**config.mk**
```make
export PLATFORM = sky130hd
export DESIGN_NAME = goertzel_tone_detector
export DESIGN_NICKNAME = d
export VERILOG_FILES = /design/src/hw/rtl/gtd_pkg.sv /design/src/hw/rtl/gtd_mul.sv /design/src/hw/rtl/gtd_ctrl.sv /design/src/hw/rtl/gtd_datapath.sv /design/src/hw/rtl/goertzel_tone_detector.sv
export SDC_FILE = /design/constraint.sdc
export NUM_CORES = 2
export LEC_CHECK = 0
export ABC_CLOCK_PERIOD_IN_PS = 21900
export BUFFER_PORTS_ARGS = -buffer_cell sky130_fd_sc_hd__buf_4
export CAP_MARGIN = 20
export CORE_ASPECT_RATIO = 0.9
export CORE_MARGIN = 5
export CORE_UTILIZATION = 45
export CTS_CLUSTER_SIZE = 40
export DETAILED_ROUTE_END_ITERATION = 7
export GPL_ROUTABILITY_DRIVEN = 0
export PLACE_DENSITY = 0.66
export REMOVE_ABC_BUFFERS = 1
export SETUP_SLACK_MARGIN = 0.05
export SYNTH_ARGS = -nofsm -noshare
export SYNTH_HDL_FRONTEND = slang
export SYNTH_HIERARCHICAL = 1
export SYNTH_SLANG_ARGS = --single-unit
```
**constraint.sdc**
```tcl
create_clock -name clock -period 21.9 [get_ports clock]
set_clock_uncertainty 0.1 [all_clocks]
set_input_delay 3.285 -clock clock [delete_from_list [all_inputs] [get_ports clock]]
set_output_delay 3.285 -clock clock [all_outputs]
set_load 0.05 [all_outputs]
```
**src/hw/rtl/gtd_pkg.sv**
```systemverilog
`timescale 1ns / 1ps
`default_nettype none
package gtd_pkg;

   localparam int SAMPLE_W  = 8;
   localparam int ACC_W     = 48;
   localparam int COEF_W    = 16;
   localparam int COEF_FRAC = 14;
   localparam int BLEN_W    = 16;
   localparam int POW_W     = 48;
   localparam int CSR_W     = 48;
   localparam int CSR_IDX_W = 2;

   localparam logic [CSR_IDX_W-1:0] CSR_COEF = 2'd0;
   localparam logic [CSR_IDX_W-1:0] CSR_BLEN = 2'd1;
   localparam logic [CSR_IDX_W-1:0] CSR_THR  = 2'd2;

   localparam logic [COEF_W-1:0] RST_COEF = 16'd28378;
   localparam logic [BLEN_W-1:0] RST_BLEN = 16'd16000;
   localparam logic [POW_W-1:0]  RST_THR  = 48'd1024000000;

   // shared multiplier: wide operand times one 16-bit digit of the other per cycle
   localparam int DIG_W     = 16;
   localparam int NDIG      = (ACC_W + DIG_W - 1) / DIG_W;
   localparam int B_W       = NDIG * DIG_W;
   localparam int DIG_IDX_W = $clog2(NDIG);
   localparam int OPA_W     = ACC_W + COEF_W;
   localparam int PP_W      = OPA_W + DIG_W + 1;
   localparam int PROD_W    = 2 * ACC_W + COEF_W;

   typedef enum logic [1:0] {
      MOP_COEF_Q1,
      MOP_Q1_SQ,
      MOP_Q2_SQ,
      MOP_CROSS
   } mul_op_type;

   typedef enum logic [3:0] {
      ST_IDLE,
      ST_SMUL,
      ST_SUPD,
      ST_PSQ1,
      ST_WSQ1,
      ST_PSQ2,
      ST_WSQ2,
      ST_PCQ,
      ST_WCQ,
      ST_PX,
      ST_WX,
      ST_DIFF,
      ST_OUT
   } state_type;

   typedef struct packed {
      logic       mul_start;
      mul_op_type mul_op;
      logic       sample_load;
      logic       res_update;
      logic       sumsq_save;
      logic       diff_load;
      logic       res_clear;
      logic       out_load;
   } dp_cmd_type;

   typedef struct packed {
      logic mul_done;
      logic block_end;
      logic out_free;
   } dp_status_type;

endpackage
`default_nettype wire

```
**src/hw/rtl/gtd_mul.sv**
```systemverilog
`timescale 1ns / 1ps
`default_nettype none
module gtd_mul (
   input  wire logic                                 clock,
   input  wire logic                                 reset,
   input  wire logic                                 start,
   input  wire logic                                 clear,
   input  wire logic signed [gtd_pkg::OPA_W-1:0]     opa,
   input  wire logic signed [gtd_pkg::B_W-1:0]       opb,
   input  wire logic        [gtd_pkg::DIG_IDX_W-1:0] last,
   output logic                                      done,
   output logic signed [gtd_pkg::PROD_W-1:0]         acc
);
   import gtd_pkg::*;

   logic                        busy_ff, busy_in;
   logic [DIG_IDX_W-1:0]        dig_ff, dig_in;
   logic [DIG_IDX_W-1:0]        last_ff, last_in;
   logic signed [OPA_W-1:0]     a_ff, a_in;
   logic [B_W-1:0]              b_ff, b_in;
   logic signed [PROD_W-1:0]    acc_ff, acc_in;

   logic [DIG_W-1:0]            dig_raw;
   logic signed [DIG_W:0]       dig_s;
   logic signed [PP_W-1:0]      pp;
   logic signed [PROD_W-1:0]    pp_ext;

   always_comb begin
      dig_raw = b_ff[dig_ff*DIG_W +: DIG_W];
      // only the top digit carries the sign
      dig_s   = {(dig_ff == last_ff) ? dig_raw[DIG_W-1] : 1'b0, dig_raw};
      pp      = a_ff * dig_s;
      pp_ext  = PROD_W'(pp) <<< (DIG_W * dig_ff);
      done    = busy_ff && (dig_ff == last_ff);
   end

   always_comb begin
      busy_in = busy_ff;
      dig_in  = dig_ff;
      last_in = last_ff;
      a_in    = a_ff;
      b_in    = b_ff;
      acc_in  = acc_ff;
      if (start) begin
         busy_in = 1'b1;
         dig_in  = '0;
         last_in = last;
         a_in    = opa;
         b_in    = opb;
         if (clear) begin
            acc_in = '0;
         end
      end else if (busy_ff) begin
         acc_in = acc_ff + pp_ext;
         dig_in = dig_ff + 1'b1;
         if (done) begin
            busy_in = 1'b0;
         end
      end
   end

   always_ff @(posedge clock) begin
      if (reset) begin
         busy_ff <= 1'b0;
         dig_ff  <= '0;
         last_ff <= '0;
      end else begin
         busy_ff <= busy_in;
         dig_ff  <= dig_in;
         last_ff <= last_in;
      end
   end

   always_ff @(posedge clock) begin
      a_ff   <= a_in;
      b_ff   <= b_in;
      acc_ff <= acc_in;
   end

   assign acc = acc_ff;

   a_start_idle: assert property (@(posedge clock) disable iff (reset) start |-> !busy_ff)
      else $error("multiplier started while busy");
   a_done_ends: assert property (@(posedge clock) disable iff (reset) done |=> !busy_ff)
      else $error("multiplier still busy after last digit");
   a_dig_range: assert property (@(posedge clock) disable iff (reset)
      busy_ff |-> (dig_ff <= last_ff))
      else $error("digit index ran past last digit");

endmodule
`default_nettype wire

```
**src/hw/rtl/gtd_ctrl.sv**
```systemverilog
`timescale 1ns / 1ps
`default_nettype none
module gtd_ctrl (
   input  wire logic                    clock,
   input  wire logic                    reset,
   input  wire logic                    req_valid,
   output logic                         req_ready,
   input  wire gtd_pkg::dp_status_type  status,
   output gtd_pkg::dp_cmd_type          cmd
);
   import gtd_pkg::*;

   state_type state_ff, state_in;

   always_ff @(posedge clock) begin
      if (reset) begin
         state_ff <= ST_IDLE;
      end else begin
         state_ff <= state_in;
      end
   end

   always_comb begin
      state_in  = state_ff;
      cmd       = '0;
      cmd.mul_op = MOP_COEF_Q1;
      req_ready = 1'b0;
      case (state_ff)
         ST_IDLE: begin
            req_ready = 1'b1;
            if (req_valid) begin
               cmd.sample_load = 1'b1;
               cmd.mul_start   = 1'b1;
               cmd.mul_op      = MOP_COEF_Q1;
               state_in        = ST_SMUL;
            end
         end
         ST_SMUL: begin
            if (status.mul_done) state_in = ST_SUPD;
         end
         ST_SUPD: begin
            cmd.res_update = 1'b1;
            state_in = status.block_end ? ST_PSQ1 : ST_IDLE;
         end
         ST_PSQ1: begin
            cmd.mul_start = 1'b1;
            cmd.mul_op    = MOP_Q1_SQ;
            state_in      = ST_WSQ1;
         end
         ST_WSQ1: begin
            if (status.mul_done) state_in = ST_PSQ2;
         end
         ST_PSQ2: begin
            cmd.mul_start = 1'b1;
            cmd.mul_op    = MOP_Q2_SQ;
            state_in      = ST_WSQ2;
         end
         ST_WSQ2: begin
            if (status.mul_done) state_in = ST_PCQ;
         end
         ST_PCQ: begin
            // sum of squares leaves the accumulator as it restarts
            cmd.mul_start  = 1'b1;
            cmd.mul_op     = MOP_COEF_Q1;
            cmd.sumsq_save = 1'b1;
            state_in       = ST_WCQ;
         end
         ST_WCQ: begin
            if (status.mul_done) state_in = ST_PX;
         end
         ST_PX: begin
            cmd.mul_start = 1'b1;
            cmd.mul_op    = MOP_CROSS;
            state_in      = ST_WX;
         end
         ST_WX: begin
            if (status.mul_done) state_in = ST_DIFF;
         end
         ST_DIFF: begin
            cmd.diff_load = 1'b1;
            cmd.res_clear = 1'b1;
            state_in      = ST_OUT;
         end
         ST_OUT: begin
            if (status.out_free) begin
               cmd.out_load = 1'b1;
               state_in     = ST_IDLE;
            end
         end
         default: begin
            state_in = ST_IDLE;
         end
      endcase
   end

endmodule
`default_nettype wire

```
**src/hw/rtl/gtd_datapath.sv**
```systemverilog
`timescale 1ns / 1ps
`default_nettype none
module gtd_datapath (
   input  wire logic                                 clock,
   input  wire logic                                 reset,
   input  wire gtd_pkg::dp_cmd_type                  cmd,
   output gtd_pkg::dp_status_type                    status,
   input  wire logic [gtd_pkg::SAMPLE_W-1:0]         req_sample,
   output logic                                      rsp_valid,
   input  wire logic                                 rsp_ready,
   output logic                                      rsp_detected,
   output logic [gtd_pkg::POW_W-1:0]                 rsp_block_power,
   input  wire logic                                 csr_wr_en,
   input  wire logic [gtd_pkg::CSR_IDX_W-1:0]        csr_index,
   input  wire logic [gtd_pkg::CSR_W-1:0]            csr_wdata
);
   import gtd_pkg::*;

   localparam int UPD_W  = OPA_W + 2;
   localparam int DIFF_W = PROD_W + 1;
   localparam logic signed [UPD_W-1:0]  UPD_HALF  = UPD_W'(1) <<< (COEF_FRAC - 1);
   localparam logic signed [DIFF_W-1:0] DIFF_HALF = DIFF_W'(1) <<< (COEF_FRAC - 1);

   // configuration
   logic signed [COEF_W-1:0] coef_ff, coef_in;
   logic [BLEN_W-1:0]        blen_ff, blen_in;
   logic [POW_W-1:0]         thr_ff, thr_in;

   // resonator
   logic signed [ACC_W-1:0]  q1_ff, q1_in, q2_ff, q2_in;
   logic [BLEN_W-1:0]        cnt_ff, cnt_in;
   logic [SAMPLE_W-1:0]      sample_ff, sample_in;

   logic signed [PROD_W-1:0] sumsq_ff, sumsq_in;
   logic signed [DIFF_W-1:0] diff_ff, diff_in;

   logic                     rsp_valid_ff, rsp_valid_in;
   logic                     rsp_det_ff, rsp_det_in;
   logic [POW_W-1:0]         rsp_pow_ff, rsp_pow_in;

   // multiplier
   logic signed [OPA_W-1:0]  mul_opa;
   logic signed [B_W-1:0]    mul_opb;
   logic [DIG_IDX_W-1:0]     mul_last;
   logic                     mul_clear;
   logic                     mul_done;
   logic signed [PROD_W-1:0] mul_acc;

   logic signed [OPA_W-1:0]  prod_lo;
   logic signed [UPD_W-1:0]  upd_full, upd_rnd, upd_sum;
   logic                     sat_hi, sat_lo;
   logic signed [ACC_W-1:0]  q_new;
   logic [BLEN_W-1:0]        cnt_next, limit;
   logic signed [DIFF_W-1:0] x_full, x_rnd;
   logic                     pow_neg, pow_over;
   logic                     out_free;

   gtd_mul u_mul (
      .clock (clock),
      .reset (reset),
      .start (cmd.mul_start),
      .clear (mul_clear),
      .opa   (mul_opa),
      .opb   (mul_opb),
      .last  (mul_last),
      .done  (mul_done),
      .acc   (mul_acc)
   );

   always_comb begin
      mul_opa   = OPA_W'(q1_ff);
      mul_opb   = B_W'(coef_ff);
      mul_last  = '0;
      mul_clear = 1'b1;
      case (cmd.mul_op)
         MOP_COEF_Q1: begin
            mul_opa  = OPA_W'(q1_ff);
            mul_opb  = B_W'(coef_ff);
            mul_last = '0;
         end
         MOP_Q1_SQ: begin
            mul_opa  = OPA_W'(q1_ff);
            mul_opb  = B_W'(q1_ff);
            mul_last = DIG_IDX_W'(NDIG - 1);
         end
         MOP_Q2_SQ: begin
            mul_opa   = OPA_W'(q2_ff);
            mul_opb   = B_W'(q2_ff);
            mul_last  = DIG_IDX_W'(NDIG - 1);
            mul_clear = 1'b0;
         end
         MOP_CROSS: begin
            mul_opa  = mul_acc[OPA_W-1:0];
            mul_opb  = B_W'(q2_ff);
            mul_last = DIG_IDX_W'(NDIG - 1);
         end
         default: begin
            mul_opa = OPA_W'(q1_ff);
         end
      endcase
   end

   // resonator step: round(coef*q1) - q2 + sample, saturated
   always_comb begin
      prod_lo  = mul_acc[OPA_W-1:0];
      upd_full = UPD_W'(prod_lo) + UPD_HALF;
      upd_rnd  = upd_full >>> COEF_FRAC;
      upd_sum  = upd_rnd - UPD_W'(q2_ff) + signed'(UPD_W'(sample_ff));
      sat_hi   = !upd_sum[UPD_W-1] && (|upd_sum[UPD_W-2:ACC_W-1]);
      sat_lo   = upd_sum[UPD_W-1] && !(&upd_sum[UPD_W-2:ACC_W-1]);
      if (sat_hi) begin
         q_new = {1'b0, {(ACC_W-1){1'b1}}};
      end else if (sat_lo) begin
         q_new = {1'b1, {(ACC_W-1){1'b0}}};
      end else begin
         q_new = upd_sum[ACC_W-1:0];
      end
      cnt_next = cnt_ff + 1'b1;
      limit    = (blen_ff == '0) ? BLEN_W'(1) : blen_ff;
   end

   // block power: q1^2 + q2^2 - round(coef*q1*q2)
   always_comb begin
      x_full   = DIFF_W'(mul_acc) + DIFF_HALF;
      x_rnd    = x_full >>> COEF_FRAC;
      diff_in  = cmd.diff_load ? (DIFF_W'(sumsq_ff) - x_rnd) : diff_ff;
      sumsq_in = cmd.sumsq_save ? mul_acc : sumsq_ff;
      pow_neg  = diff_ff[DIFF_W-1];
      pow_over = |diff_ff[DIFF_W-2:POW_W];
   end

   always_comb begin
      coef_in = coef_ff;
      blen_in = blen_ff;
      thr_in  = thr_ff;
      if (csr_wr_en) begin
         case (csr_index)
            CSR_COEF: coef_in = csr_wdata[COEF_W-1:0];
            CSR_BLEN: blen_in = csr_wdata[BLEN_W-1:0];
            CSR_THR:  thr_in  = csr_wdata[POW_W-1:0];
            default: ;
         endcase
      end
   end

   always_comb begin
      q1_in     = q1_ff;
      q2_in     = q2_ff;
      cnt_in    = cnt_ff;
      sample_in = cmd.sample_load ? req_sample : sample_ff;
      if (cmd.res_clear) begin
         q1_in  = '0;
         q2_in  = '0;
         cnt_in = '0;
      end else if (cmd.res_update) begin
         q1_in  = q_new;
         q2_in  = q1_ff;
         cnt_in = cnt_next;
      end
   end

   always_comb begin
      out_free     = !rsp_valid_ff || rsp_ready;
      rsp_valid_in = rsp_valid_ff;
      rsp_det_in   = rsp_det_ff;
      rsp_pow_in   = rsp_pow_ff;
      if (cmd.out_load) begin
         rsp_valid_in = 1'b1;
         if (pow_neg) begin
            rsp_det_in = 1'b0;
            rsp_pow_in = '0;
         end else if (pow_over) begin
            rsp_det_in = 1'b1;
            rsp_pow_in = '1;
         end else begin
            rsp_pow_in = diff_ff[POW_W-1:0];
            rsp_det_in = diff_ff[POW_W-1:0] > thr_ff;
         end
      end else if (rsp_ready) begin
         rsp_valid_in = 1'b0;
      end
   end

   always_ff @(posedge clock) begin
      if (reset) begin
         coef_ff      <= RST_COEF;
         blen_ff      <= RST_BLEN;
         thr_ff       <= RST_THR;
         q1_ff        <= '0;
         q2_ff        <= '0;
         cnt_ff       <= '0;
         rsp_valid_ff <= 1'b0;
      end else begin
         coef_ff      <= coef_in;
         blen_ff      <= blen_in;
         thr_ff       <= thr_in;
         q1_ff        <= q1_in;
         q2_ff        <= q2_in;
         cnt_ff       <= cnt_in;
         rsp_valid_ff <= rsp_valid_in;
      end
   end

   always_ff @(posedge clock) begin
      sample_ff  <= sample_in;
      sumsq_ff   <= sumsq_in;
      diff_ff    <= diff_in;
      rsp_det_ff <= rsp_det_in;
      rsp_pow_ff <= rsp_pow_in;
   end

   assign status.mul_done  = mul_done;
   assign status.block_end = cnt_next >= limit;
   assign status.out_free  = out_free;

   assign rsp_valid       = rsp_valid_ff;
   assign rsp_detected    = rsp_det_ff;
   assign rsp_block_power = rsp_pow_ff;

endmodule
`default_nettype wire

```
**src/hw/rtl/goertzel_tone_detector.sv**
```systemverilog
`timescale 1ns / 1ps
`default_nettype none
// channel   ports                                   direction
// req       req_valid/req_ready, req_sample         in
// rsp       rsp_valid/rsp_ready, rsp_detected,
//           rsp_block_power                         out
// csr       csr_wr_en, csr_index, csr_wdata         in, write only
//
// A sample is accepted, takes one pass of the shared 64x17 multiplier
// (coef*q1), then updates the resonator.
// At a block end coef*q1 is formed again, and q1^2, q2^2 and q2 times
// coef*q1 each take one multiplier cycle per 16-bit digit (3), plus issue steps.
// Synchronous reset clears the resonator, the sample count, the output slot and
// loads the register defaults. A waiting result does not block new samples;
// the next block end holds until that result is taken.
module goertzel_tone_detector (
   input  wire logic                            clock,
   input  wire logic                            reset,
   input  wire logic                            req_valid,
   output logic                                 req_ready,
   input  wire logic [gtd_pkg::SAMPLE_W-1:0]    req_sample,
   output logic                                 rsp_valid,
   input  wire logic                            rsp_ready,
   output logic                                 rsp_detected,
   output logic [gtd_pkg::POW_W-1:0]            rsp_block_power,
   input  wire logic                            csr_wr_en,
   input  wire logic [gtd_pkg::CSR_IDX_W-1:0]   csr_index,
   input  wire logic [gtd_pkg::CSR_W-1:0]       csr_wdata
);
   import gtd_pkg::*;

   dp_cmd_type    cmd;
   dp_status_type status;

   gtd_ctrl u_ctrl (
      .clock     (clock),
      .reset     (reset),
      .req_valid (req_valid),
      .req_ready (req_ready),
      .status    (status),
      .cmd       (cmd)
   );

   gtd_datapath u_datapath (
      .clock           (clock),
      .reset           (reset),
      .cmd             (cmd),
      .status          (status),
      .req_sample      (req_sample),
      .rsp_valid       (rsp_valid),
      .rsp_ready       (rsp_ready),
      .rsp_detected    (rsp_detected),
      .rsp_block_power (rsp_block_power),
      .csr_wr_en       (csr_wr_en),
      .csr_index       (csr_index),
      .csr_wdata       (csr_wdata)
   );

endmodule
`default_nettype wire

```
Word-level counts from Yosys, hierarchy flattened
Cells that the tools add are included.
{ "word_totals": {"out_inout_bits": 51, "regBits": 708, "wordCells": 119} }
{ "op_classes": {"eq_ne": 26, "order_cmp": 2, "n_mux": 35, "addsub": 8, "shift": 2, "n_reduce_logical": 26, "multipliers": 1} }
{ "op_table": {"columns": ["cell", "count"], "rows": [
  ["$mux W112", 3],
  ["$pmux W64 S3", 1],
  ["$mux W48", 3],
  ["$pmux W48 S3", 1],
  ["$add A112 B15 Y113 const B", 1],
  ["$sub A112 B99 Y113", 1],
  ["$add A112 B112 Y112", 1],
  ["$sshl A81 B6 Y112", 1],
  ["$mul A64 B17 Y81", 1],
  ["$add A66 B9 Y66", 1],
  ["$add A64 B15 Y65 const B", 1],
  ["$reduce_or A64 Y1", 1],
  ["$pmux W4 S13", 1],
  ["$sub A51 B48 Y52", 1],
  ["$gt A48 B48 Y1", 1],
  ["$shiftx A48 B7 Y16", 1],
  ["$mux W4", 8],
  ["$eq A4 B4 Y1 const B", 5],
  ["$reduce_and A18 Y1", 1],
  ["$reduce_or A18 Y1", 1],
  ["$add A16 B1 Y16 const B", 1],
  ["$eq A4 B3 Y1 const B", 4],
  ["$ge A16 B16 Y1", 1],
  ["$logic_not A16 Y1", 1],
  ["23 further kinds", 58]
]} }

Longest topological paths before layout
{ "logic_depth": {"ltp_word": 8, "mapped_depth": 47, "mapped_depth_nobuf": 43} }

Cells and area by module
Netlist, hierarchy kept.
{ "by_module_without_submodules": {"columns": ["mod", "area_each_um2", "seq_area_each_um2", "cells_each", "instances"], "rows": [
  ["gtd_mul", 52613.0, 6826.5, 6025, 1],
  ["gtd_datapath", 33591.0, 12331.8, 3793, 1],
  ["gtd_ctrl", 460.4, 80.1, 60, 1]
]} }

Worst setup path before layout
No wires, ideal clock.
{ "synth_path": {"kind": "register to register", "from": "register u_ctrl.state_ff[1]", "to": "register u_datapath.sumsq_ff[0], enable pin", "setup_time_ps": 862, "period_less_slack_ps": 12397, "n_path_buf": 1, "arrival_ps": 11435, "slack_ps": 9503, "path_stages_with_launch": 4, "cell_sequence": "dfxtp_1 -> buf_2 -> inv_2 -> nor4_1"} }
{ "synth_rtl": {"columns": ["element", "line_no", "text"], "rows": [
  ["from (decl)", "gtd_ctrl.sv:13", "state_type state_ff, state_in;"],
  ["from (signal assigned)", "gtd_ctrl.sv:19", "state_ff <= state_in;"],
  ["to (signal assigned)", "gtd_datapath.sv:206", "sumsq_ff <= sumsq_in;"],
  ["to (decl)", "gtd_datapath.sv:34", "logic signed [PROD_W-1:0] sumsq_ff, sumsq_in;"]
]} }

Worst setup path in the final report
{ "layout_path": {"from": "register u_datapath.u_mul.dig_ff[1]", "to": "register u_datapath.u_mul.acc_ff[110] (netlist: u_datapath/u_mul/acc[110]), data pin"} }
{ "layout_between": {"elab_chain_cells": 7} }
{ "layout_lines": {"columns": ["element", "line_no", "text"], "rows": [
  ["from (decl)", "gtd_mul.sv:17", "logic [DIG_IDX_W-1:0] dig_ff, dig_in;"],
  ["from (signal assigned)", "gtd_mul.sv:69", "dig_ff <= dig_in;"],
  ["$shiftx A48 B7 Y16 / $eq A2 B2 Y1 (equally long branches)", "gtd_mul.sv:29, gtd_mul.sv:31", null],
  ["$mux W1", "gtd_mul.sv:31", "dig_s = {(dig_ff == last_ff) ? dig_raw[DIG_W-1] : 1'b0, dig_raw};"],
  ["$mul A64 B17 Y81", "gtd_mul.sv:32", "pp = a_ff * dig_s;"],
  ["$sshl A81 B6 Y112 *", "gtd_mul.sv:33", "pp_ext = PROD_W'(pp) <<< (DIG_W * dig_ff);"],
  ["$add A112 B112 Y112 *", "gtd_mul.sv:54", "acc_in = acc_ff + pp_ext;"],
  ["$mux W112 *", "gtd_mul.sv:53", "end else if (busy_ff) begin"],
  ["$mux W112 *", "gtd_mul.sv:44", "if (start) begin"],
  ["to (signal assigned)", "gtd_mul.sv:77", "acc_ff <= acc_in;"],
  ["to (decl)", "gtd_mul.sv:21", "logic signed [PROD_W-1:0] acc_ff, acc_in;"]
]} }
Mark *: on every way between the ends. The rest lies on a longest branch, timed or not. The select of a mux whose other input is x is not followed.
A chain may end at the register's enable or synchronous reset.

==> metrics.yaml <==
drive_above_1_share: 0.0505
r2r-start: "u_datapath/u_mul/dig_ff[1]"
grt_pass1_wl_um: 455000
area_growth_pct: 6.50
ys_types: 114
cts_sinks: 708
synth-edff-count: 506
dieArea_um2: 201000
syn_inst: 9878
setup_tns_ns: 0
worstRegToRegCells: 45
cts.clk_slew.worst_paths_ns: 0.07
critPathMostFrequentCell: "fa_1"
clock.fmax_ghz: 0.0679
status: "finished, violations left"
critPathSlowestCell: "dfxtp_4"
synthArstFlopShare: 0
ctsHoldBuffers: 0
grt_max_degree: 196
tightest_slew_ns: 1.33
crit_path_start_kind: "flop"
ys_seq_area_frac: 0.222
finalHoldViolCount: 0
worstPathArrival_ns: 15.08
synth_warnings: 6
cts_root_buffer: "clkbuf_16"
drcViolationCount: 39
cts_tree: "done"
chipWidth_um: 473
syn_area_um2: 86700
setup_violations: 0
worstHoldEndpoint: "u_datapath/thr_ff[2]"
start_util: 0.453
min_from: "u_datapath/thr_ff[2]"
wl_um: 305000
violations: "design-rule violations"
timing.final.crit_share: 0.672
ys_ff_latch: 708
cp_max_fo: 65
grt_usage: 0.297
slowest_delay_ns: 0.74
synthFlopType: "edfxtp_1"
ant_nets: 0
hold_class: "flop to flop"
finalCriticalPeriod_ns: 14.73
final_nets: 11300
clk_latency_ns: 0.70
first_iter_violations: 9471
cts-resized-gates: 0
crit_required_ns: 22.25
hpwl_um: 240000
syn_area_per_cell_um2: 8.77
rows: 152
max_slew_margin: 0.110
pin_count: 114
core_area_um2: 191000
max-cap-violations: 0
vias: 74000
timing.rr.end: "u_datapath/u_mul/acc[110]"
slew_viol_final: 0
holdPathStages: 2
cts_made_buffers: 77
final_common_cell: "inv_1"
grt_overflow_total: 0
rsz0062_at_grt: "false"
crit_type: "flop to flop"
clock_path_buffers: 3
r2r_setup_slack_ns: 7.17
die_y_um: 426
io_buffers: 113
h-tree-depth: 3
first_pass_iters: 8
post_cts_buffers: 0
end_kind: "flop"
mostFrequentLayoutCells: "inv_1, nand2_1, fa_1"
wire_per_inst_um: 24.8
grt_pass1_vias: 72400
antenna_found_initial: 28
vias_per_cell: 6.02
==> logic make-up (layout without fill, tap and decap cells) <==
family / count (synthesis) / count (layout) / share of synthesized area
xor gates and xnor gates: 498 / 498 / 0.0506
other: 1 / 23 / 0.0000433
DFF: 708 / 708 / 0.222
buffers and inverters: 2007 / 1851 / 0.0888
adders and majority gates: 1579 / 1579 / 0.316
AOI/OAI and AO/OA: 1916 / 1916 / 0.141
muxes: 204 / 204 / 0.0238
and+or+nand+nor: 2965 / 2965 / 0.159
==> Yosys cell counts (all sizes together) (16+ instances only) <==
cell type	n	area, um^2
a211o	29	254
a211oi	75	588
a21boi	25	188
a21o	264	1980
a21oi	680	3440
a221oi	17	149
a31oi	112	737
and2	383	2400
and3	69	447
and4	16	140
buf	83	472
clkbuf	435	1640
dfxtp	202	4040
edfxtp	506	15200
fa	1011	20200
ha	568	7110
inv	1487	5580
mux2i	189	1890
nand2	1227	4610
nand2b	40	250
nand3	109	551
nand4	159	995
nor2	680	2560
nor2b	70	438
nor3	80	410
nor4	50	334
o211ai	33	258
o21a	31	234
o21ai	377	1910
o21bai	92	698
o31ai	21	191
or2	24	150
or3	21	131
xnor2	281	2470
xor2	216	1890
==> flip-flops by register name, summed over array words and instances, names as in the netlist, 64 cells and up <==
register	count
u_datapath/u_mul/acc	112
u_datapath/u_mul/a_ff	64
u_datapath/sumsq_ff	112
u_datapath/diff_ff	113
==> layout make-up <==
cell class                      count  area [um^2]
Fill cell                       17900        98800
Multi-Input combinational cell   7163        60000
Sequential cell                   708        19200
Inverter                         1489         5590
Tap cell                         2541         3180
Clock buffer                       97         2060
Timing Repair Buffer              219         1690
Clock inverter                     46          455
Antenna cell                       22         55.1
==> worst max-delay path by stage <==
stage                                          start                        end  slack, ns  depth (start not counted)
after global routing      u_datapath/u_mul/dig_ff[1]  u_datapath/u_mul/acc[110]       6.76                         45
after global placement    u_datapath/u_mul/dig_ff[1]  u_datapath/u_mul/acc[110]       7.91                         45
after CTS                 u_datapath/u_mul/dig_ff[1]  u_datapath/u_mul/acc[110]       7.75                         45
after detailed placement  u_datapath/u_mul/dig_ff[1]  u_datapath/u_mul/acc[110]       7.83                         45
final                     u_datapath/u_mul/dig_ff[1]  u_datapath/u_mul/acc[110]       7.17                         45
after floorplan                   u_ctrl/state_ff[2]    u_datapath/u_mul/acc[0]       2.45                          3
==> layer usage <==
metal	part of all wire	GRT usage	vias to the layer above
li1	-	-	32100
met1	0.39	0.390	36600
met2	0.40	0.420	4449
met3	0.15	0.131	855
met4	0.055	0.135	24
met5	0.00069	0.0106	-
==> through the flow <==
step | util | instance area, um^2 | hold WS [ns] | setup WS, ns | instances
2_1_floorplan | - | 84600 | 0.330 | 2.45 | 9360
3_5_place_dp | 0.469 | 89700 | 0.346 | 7.83 | 12100
4_1_cts | 0.482 | 92200 | 0.355 | 7.75 | 12300
3_3_place_gp | 0.469 | 89700 | 0.344 | 7.91 | 12100
5_1_grt | 0.483 | 92300 | 0.373 | 6.76 | 12300
6_report | 0.483 | 92300 | 0.353 | 7.17 | 12300
==> critical path: cells and delay by family, from the launching register on <==
kind	cells	cell delay, ns
flops	1	0.74
compound gates	20	5.25
simple gates	6	0.78
fa+ha+maj	8	3.98
mux	2	0.64
xor+xnor	1	0.51
buf+inv	8	2.31
Power is left out: the tool's default activity adds up to more than one toggle a clock period on the data nets, which glitch-free logic cannot reach.
